### src/hdl/rcd_pkg.sv
package rcd_pkg;

  // Fixed field widths of the stream words.
  localparam int REGION_W    = 4;
  localparam int BYTE_W      = 8;
  localparam int HASH_W      = 32;
  localparam int CFG_W       = 16;
  localparam int CFG_IDX_W   = 2;
  localparam int IN_TDATA_W  = 24;
  localparam int OUT_TDATA_W = 40;

  // Default build values for the top-level parameters.
  localparam int REGION_COUNT_DEF  = 16;
  localparam int POSITION_BITS_DEF = 16;

  // FNV-1a, 32-bit flavor.
  localparam logic [HASH_W-1:0] FNV_BASIS = 32'd2166136261;
  localparam logic [HASH_W-1:0] FNV_PRIME = 32'd16777619;

  // Word kinds carried on tuser.
  localparam logic KIND_DATA   = 1'b0;
  localparam logic KIND_COMMIT = 1'b1;

  // Configuration register indexes.
  localparam logic [CFG_IDX_W-1:0] CFG_SKIP_REGION = 2'd0;
  localparam logic [CFG_IDX_W-1:0] CFG_SKIP_START  = 2'd1;
  localparam logic [CFG_IDX_W-1:0] CFG_SKIP_END    = 2'd2;

  typedef struct packed {
    logic                kind;
    logic [REGION_W-1:0] region;
    logic [BYTE_W-1:0]   data_byte;
    logic                last;
    logic [BYTE_W-1:0]   tail_value;
    logic                send_ok;
  } item_t;

  typedef struct packed {
    logic [REGION_W-1:0] skip_region;
    logic [CFG_W-1:0]    skip_start;
    logic [CFG_W-1:0]    skip_end;
  } cfg_t;

  // Request from the datapath to the per-region store.
  typedef struct packed {
    logic                pass_done;
    logic                commit;
    logic [REGION_W-1:0] region;
    logic [HASH_W-1:0]   hash;
  } store_req_t;

endpackage

### src/hdl/region_change_detector_fnv1a.sv
// Region change detector. Bytes of numbered memory regions stream in one word
// per cycle and are folded into a 32-bit FNV-1a hash; bytes of the configured
// skip region whose position lies in [skip_start, skip_end) are left out. The
// word flagged by tlast closes the pass: its tail value is XORed in and one
// result word reports the region, the hash and whether it differs from the
// hash last committed for that region (always set if nothing was committed or
// the region is outside REGION_COUNT). A commit word (tuser high) with send_ok
// set stores that region's last reported hash as committed; commits give no
// result. Each word is held in an input register, the hash step, skip test
// and compare run in the next cycle, and a closing word's result is then
// registered in an output register. The block takes one word per cycle, also
// while a result waits to be taken; it stalls only when a closing word meets
// a full output register that is not being emptied. Configuration is
// meant to be written while the block is idle. The byte position saturates at
// 2^POSITION_BITS - 1.
module region_change_detector_fnv1a #(
  parameter int REGION_COUNT  = rcd_pkg::REGION_COUNT_DEF,
  parameter int POSITION_BITS = rcd_pkg::POSITION_BITS_DEF
) (
  input  logic                                clk,
  input  logic                                rst_n,
  // Input stream.
  input  logic                                in_tvalid,
  output logic                                in_tready,
  // [3:0] region, [11:4] data_byte, [19:12] tail_value, [20] send_ok
  input  logic [rcd_pkg::IN_TDATA_W-1:0]      in_tdata,
  // [0] kind: low for a data byte, high for a commit
  input  logic                                in_tuser,
  input  logic                                in_tlast,
  // Result stream.
  output logic                                out_tvalid,
  input  logic                                out_tready,
  // [3:0] result_region, [35:4] hash, [36] changed
  output logic [rcd_pkg::OUT_TDATA_W-1:0]     out_tdata,
  // Configuration write port.
  input  logic                                cfg_wr_en,
  input  logic [rcd_pkg::CFG_IDX_W-1:0]       cfg_index,
  input  logic [rcd_pkg::CFG_W-1:0]           cfg_wdata
);

  rcd_pkg::cfg_t       cfg_r, cfg_nxt;
  rcd_pkg::item_t      in_item;
  rcd_pkg::item_t      s1_item_r;
  logic                s1_valid_r, s1_valid_nxt;
  logic                s1_result;
  logic                advance;
  logic                in_fire;
  rcd_pkg::store_req_t store_req;
  logic                changed;
  logic [rcd_pkg::HASH_W-1:0] hash_final;
  logic                out_valid_r, out_valid_nxt;
  logic [rcd_pkg::OUT_TDATA_W-1:0] out_data_r;

  // Configuration registers.
  always_comb begin
    cfg_nxt = cfg_r;
    if (cfg_wr_en) begin
      unique case (cfg_index)
        rcd_pkg::CFG_SKIP_REGION: cfg_nxt.skip_region = cfg_wdata[rcd_pkg::REGION_W-1:0];
        rcd_pkg::CFG_SKIP_START:  cfg_nxt.skip_start  = cfg_wdata;
        rcd_pkg::CFG_SKIP_END:    cfg_nxt.skip_end    = cfg_wdata;
        default:                  cfg_nxt = cfg_r;
      endcase
    end
  end

  always_ff @(posedge clk) begin
    if (!rst_n) begin
      cfg_r <= '0;
    end else begin
      cfg_r <= cfg_nxt;
    end
  end

  // Unpack the incoming word.
  assign in_item.kind       = in_tuser;
  assign in_item.region     = in_tdata[3:0];
  assign in_item.data_byte  = in_tdata[11:4];
  assign in_item.last       = in_tlast;
  assign in_item.tail_value = in_tdata[19:12];
  assign in_item.send_ok    = in_tdata[20];

  // The held word moves on unless it closes a pass and the result slot is
  // still occupied by a result nobody has taken.
  assign s1_result = s1_valid_r && (s1_item_r.kind == rcd_pkg::KIND_DATA) && s1_item_r.last;
  assign advance   = s1_valid_r && (!s1_result || !out_valid_r || out_tready);
  assign in_tready = !s1_valid_r || advance;
  assign in_fire   = in_tvalid && in_tready;

  always_comb begin
    s1_valid_nxt = s1_valid_r;
    if (in_fire) begin
      s1_valid_nxt = 1'b1;
    end else if (advance) begin
      s1_valid_nxt = 1'b0;
    end
  end

  always_ff @(posedge clk) begin
    if (!rst_n) begin
      s1_valid_r <= 1'b0;
    end else begin
      s1_valid_r <= s1_valid_nxt;
    end
  end

  always_ff @(posedge clk) begin
    if (in_fire) begin
      s1_item_r <= in_item;
    end
  end

  // Running hash and byte position.
  rcd_hash_core #(
    .POSITION_BITS(POSITION_BITS)
  ) u_core (
    .clk       (clk),
    .rst_n     (rst_n),
    .fire      (advance),
    .item      (s1_item_r),
    .cfg       (cfg_r),
    .hash_final(hash_final)
  );

  // Pending and committed hashes per region.
  assign store_req.pass_done = advance && s1_result;
  assign store_req.commit    = advance && (s1_item_r.kind == rcd_pkg::KIND_COMMIT)
                               && s1_item_r.send_ok;
  assign store_req.region    = s1_item_r.region;
  assign store_req.hash      = hash_final;

  rcd_region_store #(
    .REGION_COUNT(REGION_COUNT)
  ) u_store (
    .clk    (clk),
    .rst_n  (rst_n),
    .req    (store_req),
    .changed(changed)
  );

  // Output register.
  always_comb begin
    out_valid_nxt = out_valid_r;
    if (store_req.pass_done) begin
      out_valid_nxt = 1'b1;
    end else if (out_tready) begin
      out_valid_nxt = 1'b0;
    end
  end

  always_ff @(posedge clk) begin
    if (!rst_n) begin
      out_valid_r <= 1'b0;
    end else begin
      out_valid_r <= out_valid_nxt;
    end
  end

  always_ff @(posedge clk) begin
    if (store_req.pass_done) begin
      out_data_r <= {3'b000, changed, hash_final, s1_item_r.region};
    end
  end

  assign out_tvalid = out_valid_r;
  assign out_tdata  = out_data_r;

endmodule

### src/hdl/rcd_hash_core.sv
module rcd_hash_core #(
  parameter int POSITION_BITS = rcd_pkg::POSITION_BITS_DEF
) (
  input  logic                        clk,
  input  logic                        rst_n,
  input  logic                        fire,
  input  rcd_pkg::item_t              item,
  input  rcd_pkg::cfg_t               cfg,
  output logic [rcd_pkg::HASH_W-1:0]  hash_final
);

  localparam int CMP_W = (POSITION_BITS > rcd_pkg::CFG_W) ? POSITION_BITS : rcd_pkg::CFG_W;

  logic [rcd_pkg::HASH_W-1:0] run_hash_r, run_hash_nxt;
  logic [POSITION_BITS-1:0]   pos_r, pos_nxt;
  logic [rcd_pkg::HASH_W-1:0] hash_step;
  logic [rcd_pkg::HASH_W-1:0] mixed;
  logic [CMP_W-1:0]           pos_ext, start_ext, end_ext;
  logic                       skipped;
  logic                       is_data;

  assign pos_ext   = CMP_W'(pos_r);
  assign start_ext = CMP_W'(cfg.skip_start);
  assign end_ext   = CMP_W'(cfg.skip_end);

  // An empty or reversed window can never satisfy both compares.
  assign skipped = (item.region == cfg.skip_region) && (pos_ext >= start_ext)
                   && (pos_ext < end_ext);

  assign mixed      = run_hash_r ^ rcd_pkg::HASH_W'(item.data_byte);
  assign hash_step  = skipped ? run_hash_r : mixed * rcd_pkg::FNV_PRIME;
  assign hash_final = hash_step ^ rcd_pkg::HASH_W'(item.tail_value);
  assign is_data    = (item.kind == rcd_pkg::KIND_DATA);

  always_comb begin
    run_hash_nxt = run_hash_r;
    pos_nxt      = pos_r;
    if (fire && is_data) begin
      if (item.last) begin
        run_hash_nxt = rcd_pkg::FNV_BASIS;
        pos_nxt      = '0;
      end else begin
        run_hash_nxt = hash_step;
        // The position sticks at its maximum.
        pos_nxt      = (pos_r == '1) ? pos_r : pos_r + 1'b1;
      end
    end
  end

  always_ff @(posedge clk) begin
    if (!rst_n) begin
      run_hash_r <= rcd_pkg::FNV_BASIS;
      pos_r      <= '0;
    end else begin
      run_hash_r <= run_hash_nxt;
      pos_r      <= pos_nxt;
    end
  end

endmodule

### src/hdl/rcd_region_store.sv
module rcd_region_store #(
  parameter int REGION_COUNT = rcd_pkg::REGION_COUNT_DEF
) (
  input  logic                 clk,
  input  logic                 rst_n,
  input  rcd_pkg::store_req_t  req,
  output logic                 changed
);

  // Only as many entries as the region field can address.
  localparam int MAX_REG = 1 << rcd_pkg::REGION_W;
  localparam int DEPTH   = (REGION_COUNT < MAX_REG) ? REGION_COUNT : MAX_REG;
  localparam int AW      = (DEPTH > 1) ? $clog2(DEPTH) : 1;

  logic [rcd_pkg::HASH_W-1:0] committed_r [DEPTH];
  logic [rcd_pkg::HASH_W-1:0] pending_r   [DEPTH];
  logic [DEPTH-1:0]           valid_r, valid_nxt;
  logic [AW-1:0]              idx;
  logic                       in_range;

  assign in_range = (32'(req.region) < REGION_COUNT);
  assign idx      = AW'(req.region);

  assign changed = !in_range || !valid_r[idx] || (committed_r[idx] != req.hash);

  always_comb begin
    valid_nxt = valid_r;
    if (req.commit && in_range) begin
      valid_nxt[idx] = 1'b1;
    end
  end

  always_ff @(posedge clk) begin
    if (!rst_n) begin
      valid_r <= '0;
    end else begin
      valid_r <= valid_nxt;
    end
  end

  always_ff @(posedge clk) begin
    if (req.commit && in_range) begin
      committed_r[idx] <= pending_r[idx];
    end
    if (req.pass_done && in_range) begin
      pending_r[idx] <= req.hash;
    end
  end

endmodule
### config.mk
export PLATFORM = sky130hd
export DESIGN_NAME = region_change_detector_fnv1a
export DESIGN_NICKNAME = d
export VERILOG_FILES = /design/src/hdl/rcd_pkg.sv /design/src/hdl/region_change_detector_fnv1a.sv /design/src/hdl/rcd_hash_core.sv /design/src/hdl/rcd_region_store.sv
export SDC_FILE = /design/constraint.sdc
export NUM_CORES = 1
export LEC_CHECK = 0
export BUFFER_PORTS_ARGS = -buffer_cell sky130_fd_sc_hd__buf_2
export CORE_MARGIN = 4
export CORE_UTILIZATION = 30
export CTS_BUF_LIST = sky130_fd_sc_hd__clkbuf_8
export CTS_CLUSTER_SIZE = 16
export DETAILED_ROUTE_END_ITERATION = 16
export MAX_ROUTING_LAYER = met4
export SYNTH_ARGS = -nofsm -noshare
export SYNTH_HDL_FRONTEND = slang
export SYNTH_SLANG_ARGS = --single-unit
### constraint.sdc
create_clock -name clk -period 10 [get_ports clk]
set_input_delay 0.5 -clock clk [delete_from_list [all_inputs] [get_ports clk]]
set_output_delay 0.5 -clock clk [all_outputs]
set_load 0.01 [all_outputs]
# After elaboration in Yosys (flattened, before gate mapping)
# Memories as Yosys holds them, arrays and structs flattened. A register that Yosys moved wholly into a read port is not among the register bits.
# Index checks and enable logic that the tools add are counted.
word_totals:
  register_bits: 162
  ramBits: 1024
  inputBits: 49
  out_inout_bits: 42
  n_memories: 2
  word_cells: 77
memory_table:
  columns: ["name", "depth", "word_bits", "rd", "rd_ports_with_merged_regs", "write_ports", "line", "rtl"]
  rows:
  - ["u_store.committed_r", 16, 32, 1, 1, 1, "rcd_region_store.sv:15", "logic [rcd_pkg::HASH_W-1:0] committed_r [DEPTH];"]
  - ["u_store.pending_r", 16, 32, 1, 1, 1, "rcd_region_store.sv:16", "logic [rcd_pkg::HASH_W-1:0] pending_r [DEPTH];"]
op_classes:
  n_eq_ne: 6
  magnitude_cmp: 4
  bitwise: 4
  n_mul: 1
  n_addsub: 1
  reduce_logical: 26
  muxes: 18
op_table:
  columns: ["op", "count"]
  rows:
  - ["32-bit 2-to-1 mux", 2]
  - ["32-bit by 8-bit XOR with 32-bit output", 2]
  - ["32-bit by 25-bit multiplier with 32-bit output (second input constant)", 1]
  - ["16-bit 2-to-1 mux", 2]
  - ["32-bit != test", 1]
  - ["16-bit by 1-bit adder with 16-bit output (second input constant)", 1]
  - ["16-bit equality test (second input constant)", 1]
  - ["16-bit >= comparator", 1]
  - ["16-bit < comparator", 1]
  - ["16-bit bitwise OR", 1]
  - ["1-bit logical AND", 11]
  - ["1-bit 2-to-1 mux", 10]
  - ["4-bit 2-to-1 mux", 2]
  - ["2-bit AND reduction", 4]
  - ["4-bit by 5-bit < comparator with 1-bit output (second input constant)", 1]
  - ["1-bit binary-select mux with 4-bit select", 1]
  - ["1-bit demux with 4-bit select", 1]
  - ["4-bit equality test", 1]
  - ["4-bit by 1-bit >= comparator with 1-bit output (second input constant)", 1]
  - ["1-bit zero test", 4]
  - ["1-bit logical OR", 4]
  - ["2-bit nonzero test", 2]
  - ["2-bit by 1-bit equality test with 1-bit output (second input constant)", 1]
  - ["2-bit equality test (second input constant)", 1]
  - ["other kinds (3)", 3]

# Logic depth before layout (Yosys ltp)
logic_depth:
  ltp_word: 11
  ltp_mapped: 23
  depth_no_buf: 22

# Cells and area by module
# From an unflattened synthesis, not the netlist that was laid out.
hier_totals:
  hier_cells: 2981
  hier_area_um2: 52469.1
modules_own_cells:
  columns: ["module", "cells_each", "area_per_inst_um2", "n_inst"]
  rows:
  - ["rcd_region_store", 1804, 40356.2, 1]
  - ["rcd_hash_core", 964, 8779.7, 1]
  - ["region_change_detector_fnv1a", 213, 3333.2, 1]

# Worst setup path after synthesis
# OpenSTA, ideal clock, no wires.
synth_timing:
  path_type: "register to register"
  from: "register u_core.run_hash_r[2] (netlist name)"
  to: "register out_data_r (netlist bit out_tdata[36]), data pin"
  setup_ns: 0.277
  stages_incl_launch_ff: 23
  t_arrival_ns: 6.244
  period_less_slack_ns: 6.521
  required_time_ns: 9.723
  path_slack_ns: 3.479
  n_path_buf: 1
  path_cell_list: "dfxtp_1 clkbuf_1 xor2_1 ha_1 ha_1 fa_1 ha_1 fa_1 ha_1 inv_1 fa_1 inv_1 ha_1 o21a_1 o211ai_1 a21oi_1 and3_1 a311oi_1 xor2_1 o21ai_0 o211ai_1 nor4_1 o2111ai_1"
synth_via:
  elab_chain_cells: 6
synth_lines:
  columns: ["element", "line", "rtl"]
  rows:
  - ["from (decl)", "rcd_hash_core.sv:14", "logic [rcd_pkg::HASH_W-1:0] run_hash_r, run_hash_nxt;"]
  - ["from (signal assigned)", "rcd_hash_core.sv:52", "run_hash_r <= rcd_pkg::FNV_BASIS;"]
  - ["from (signal assigned)", "rcd_hash_core.sv:55", "run_hash_r <= run_hash_nxt;"]
  - ["32-bit by 8-bit XOR with 32-bit output", "rcd_hash_core.sv:30", "assign mixed = run_hash_r ^ rcd_pkg::HASH_W'(item.data_byte);"]
  - ["32-bit by 25-bit multiplier with 32-bit output", "rcd_hash_core.sv:31", "assign hash_step = skipped ? run_hash_r : mixed * rcd_pkg::FNV_PRIME;"]
  - ["32-bit 2-to-1 mux", "rcd_hash_core.sv:31", null]
  - ["32-bit by 8-bit XOR with 32-bit output", "rcd_hash_core.sv:32", "assign hash_final = hash_step ^ rcd_pkg::HASH_W'(item.tail_value);"]
  - ["net hash_final, one bit", "region_change_detector_fnv1a.sv:50", "logic [rcd_pkg::HASH_W-1:0] hash_final;"]
  - ["32-bit != test", "rcd_region_store.sv:24", "assign changed = !in_range || !valid_r[idx] || (committed_r[idx] != req.hash);"]
  - ["1-bit logical OR", "rcd_region_store.sv:24", null]
  - ["net changed", "region_change_detector_fnv1a.sv:49", "logic changed;"]
  - ["to (signal assigned)", "region_change_detector_fnv1a.sv:161", "out_data_r <= {3'b000, changed, hash_final, s1_item_r.region};"]
  - ["to (decl)", "region_change_detector_fnv1a.sv:52", "logic [rcd_pkg::OUT_TDATA_W-1:0] out_data_r;"]
# The timed path passes the listed nets, and every way through them passes these cells.
# A chain may end at the register's enable or synchronous reset.

# Final worst setup path
# Ends and elaborated chain as after synthesis.

==> results.toml <==
[outcome]
status = "completed"

[sta]
rsz0062_at_grt = "no"
finalHoldViolations = 0
tightestPinTransition_ps = 1200
setup_tns_ps = 0
holdWs_ps = 196
slew_headroom_pct = 19.9
fmax_ghz = 0.134
slew_viol_final = 0
clock_skew_ps = 47.6
fin_crit_sh_pct = 74.5
setup_viol = 0
fin_crit_ps = 7450

[route]
wl_per_cell_um = 23.4
wirelength_um = 137000
avgViaCountPerCell = 4.98
ant_nets = 0
vias = 29200
drcViolationCount = 0
drtPass1Iterations = 5
drt-initial-drc-count = 2657

[final_layout]
syn_to_final_growth_pct = 13.7
drive_gt1_share_pct = 21.0
final_cell_area_um2 = 60500
fin_cells = 5870
fin_nets = 3711
fillers = 17000

[placement]
dpl.cell_count = 5487
io_buffer_count = 84
gp_congestion = 0.908
place_area_um2 = 56800
hpwl_um = 85300

[global_route]
grt_overflow_total = 0
grt_antenna_before_repair = 6
grt_max_degree = 88
grt_pass1_vias = 30100
grt_pass1_wl_um = 203000
track_usage_pct = 15.2

[die]
die-width_um = 429
core_um2 = 176000
ios = 91
num_rows = 154
design.die.area_um2 = 184000
die_y_um = 429
start_util_pct = 30.2

[synthesis]
synthArstFlopShare_pct = 0
synthSimpleGateAreaFrac_pct = 4.29
ys_types = 78
yosys_warnings = 0
synth_compound_area_share_pct = 4.78
synth_seq_cells = 1190
synth-edff-count = 1084
syn-instance-count = 3119
synth_area_leader_cell = "edfxtp_1"
yosys.area.top_type_share_pct = 61.2
synth_area_per_cell_um2 = 17.0
yosys-top-cells-area = "edfxtp_1 (61%), mux4_2 (12%), ha_1 (5.1%)"
synth_fa_ha_area_share_pct = 7.89
synthMuxAreaShare_pct = 13.4
yosys_most_used_dff = "edfxtp_1"
synth_top_family_by_area = "multiplexers"
synth_xor_area_share_pct = 1.73
synth_seq_area_share_pct = 65.2
syn_area_um2 = 53200

[min_path]
hold_path_depth = 4
hold_path.class = "in -> reg"
hold_end = "cfg_r[32]"
min_from = "cfg_index[1]"

[clocking]
cts_tree = "yes"
clkLatencyLatePin_ps = 830
cts.clk_slew.worst_paths_ps = 60
cts_root_buf = "clkbuf_8"
cts.sinks = 1190
cts.htree.levels = 4
ctsResizeCount = 0
cts_buffers = 181
cts.path.max_buffers = 3

[critical_path]
end_kind = "register"
arrival_ps = 7910
required_ps = 10470
worst-setup-path-type = "reg -> reg"
rr_startpoint = "u_core.run_hash_r[2]"
start_kind = "register"
rrSetupSlack_ps = 2550
critPathMaxFanout = 19
reg2regPathDepth = 22
timing.rr.end = "out_tdata[36]"

[job]
max_cap_violations = 0
==> worst max path at each step <==
stage	cells after the start	end	slack, ps	from
2_1_floorplan	22	out_tdata[36]	3480	u_core.run_hash_r[2]
3_3_place_gp	21	out_tdata[36]	2570	u_core.run_hash_r[2]
3_5_place_dp	21	out_tdata[36]	2600	u_core.run_hash_r[2]
4_1_cts	21	out_tdata[36]	2570	u_core.run_hash_r[2]
5_1_grt	21	out_tdata[36]	2210	u_core.run_hash_r[2]
6_report	22	out_tdata[36]	2550	u_core.run_hash_r[2]
==> kinds of logic (layout without fill, tap and decap cells) <==
| group | after synthesis | count (layout) |
|---|---|---|
| buf+inv | 347 | 753 |
| fa+ha+maj | 291 | 291 |
| xor+xnor | 105 | 105 |
| other cells | 1 | 6 |
| compound gates | 365 | 365 |
| flops | 1190 | 1190 |
| mux | 353 | 353 |
| simple gates | 467 | 467 |
==> critical path: stages, from the launching register on <==
cell	delay, ps
dfxtp_1	530
xor2_1	620
ha_1	360
ha_1	330
fa_1	440
ha_1	220
fa_1	440
ha_1	280
inv_1	40
fa_1	480
inv_1	40
ha_1	350
o21a_1	220
o211ai_1	340
a21oi_1	120
and3_1	240
a311oi_1	500
xor2_1	130
o21ai_1	160
buf_4	330
o211ai_1	170
nor4_1	360
o2111ai_1	370
==> sequential cells by signal, indices dropped and copies added (netlist names), named ones only <==
name                 flops
out_tvalid               1
u_store.committed_r    512
s1_item_r               23
u_core.run_hash_r       32
u_store.valid_r         16
out_tdata               37
s1_valid_r               1
u_core.pos_ext          16
cfg_r                   36
u_store.pending_r      512
==> final cells by class <==
cell class | instances | area, µm² | share of cell area [%]
clock buffers | 184 | 2530 | 4.19
clock inverters | 155 | 754 | 1.25
flip-flops and latches | 1190 | 34700 | 57.4
multi-input cells | 1584 | 17400 | 28.7
diodes | 3 | 7.51 | 0.0124
inverters | 215 | 808 | 1.34
repair buffers | 199 | 1400 | 2.31
well taps | 2340 | 2930 | 4.84
==> cell usage after synthesis (7+ instances only) <==
library cell,instances
o21a_1,26
mux4_1,8
a211oi_1,17
inv_1,214
a31oi_1,16
nand4_1,16
nor2b_1,51
or3_1,10
a221o_1,13
or2_2,9
nand3_1,34
nor2_1,101
a22oi_1,44
nor3_1,17
o21ai_0,44
a21oi_1,75
and2_1,15
a221oi_1,9
xor2_1,49
mux2_2,12
fa_1,74
ha_1,217
nand2b_1,10
buf_2,29
nor4_1,7
o211ai_1,11
a21boi_0,37
buf_1,19
edfxtp_1,1084
and3_1,13
nand2_1,155
nand3b_1,8
clkbuf_1,62
mux4_2,275
buf_4,18
xnor2_1,56
a21o_1,9
dfxtp_1,106
mux2i_1,58
==> cells in the final DEF (no fill, tap or decap), types with 50 or more instances in the layout <==
cell type  count
edfxtp_1    1084
inv_1        275
mux4_2       275
ha_1         217
clkbuf_8     184
nand2_1      155
dfxtp_1      102
buf_2         84
fa_1          74
a21oi_1       73
buf_4         73
nor2_1        67
mux2i_1       58
xnor2_1       53
nor2b_1       50
==> through the flow <==
stage	setup slack, ps	utilization (%)
5_1_grt	2210	34.3
2_1_floorplan	3480	-
6_report	2550	34.3
4_1_cts	2570	34.3
3_3_place_gp	2570	32.2
3_5_place_dp	2600	32.2
==> per-layer routing <==
layer / GRT usage (%) / wire length, µm / up-vias / share of wire (%)
met5: - / 0 / - / 0
met4: 4.39 / 3670 / 0 / 2.7
met3: 2.12 / 7630 / 239 / 5.6
met2: 24.8 / 67300 / 955 / 49
met1: 19.8 / 58800 / 15300 / 43
li1: - / - / 12700 / -
==> what timing repair did <==
item / CTS / global route
setup endpoints to repair: 0 / 0
hold buffers: 41 / 0
buffers inserted: 0 / 0
endpoints found under the hold margin: 65 / 0
Power is left out: the tool's default activity adds up to more than one toggle a clock period on the data nets, which glitch-free logic cannot reach.
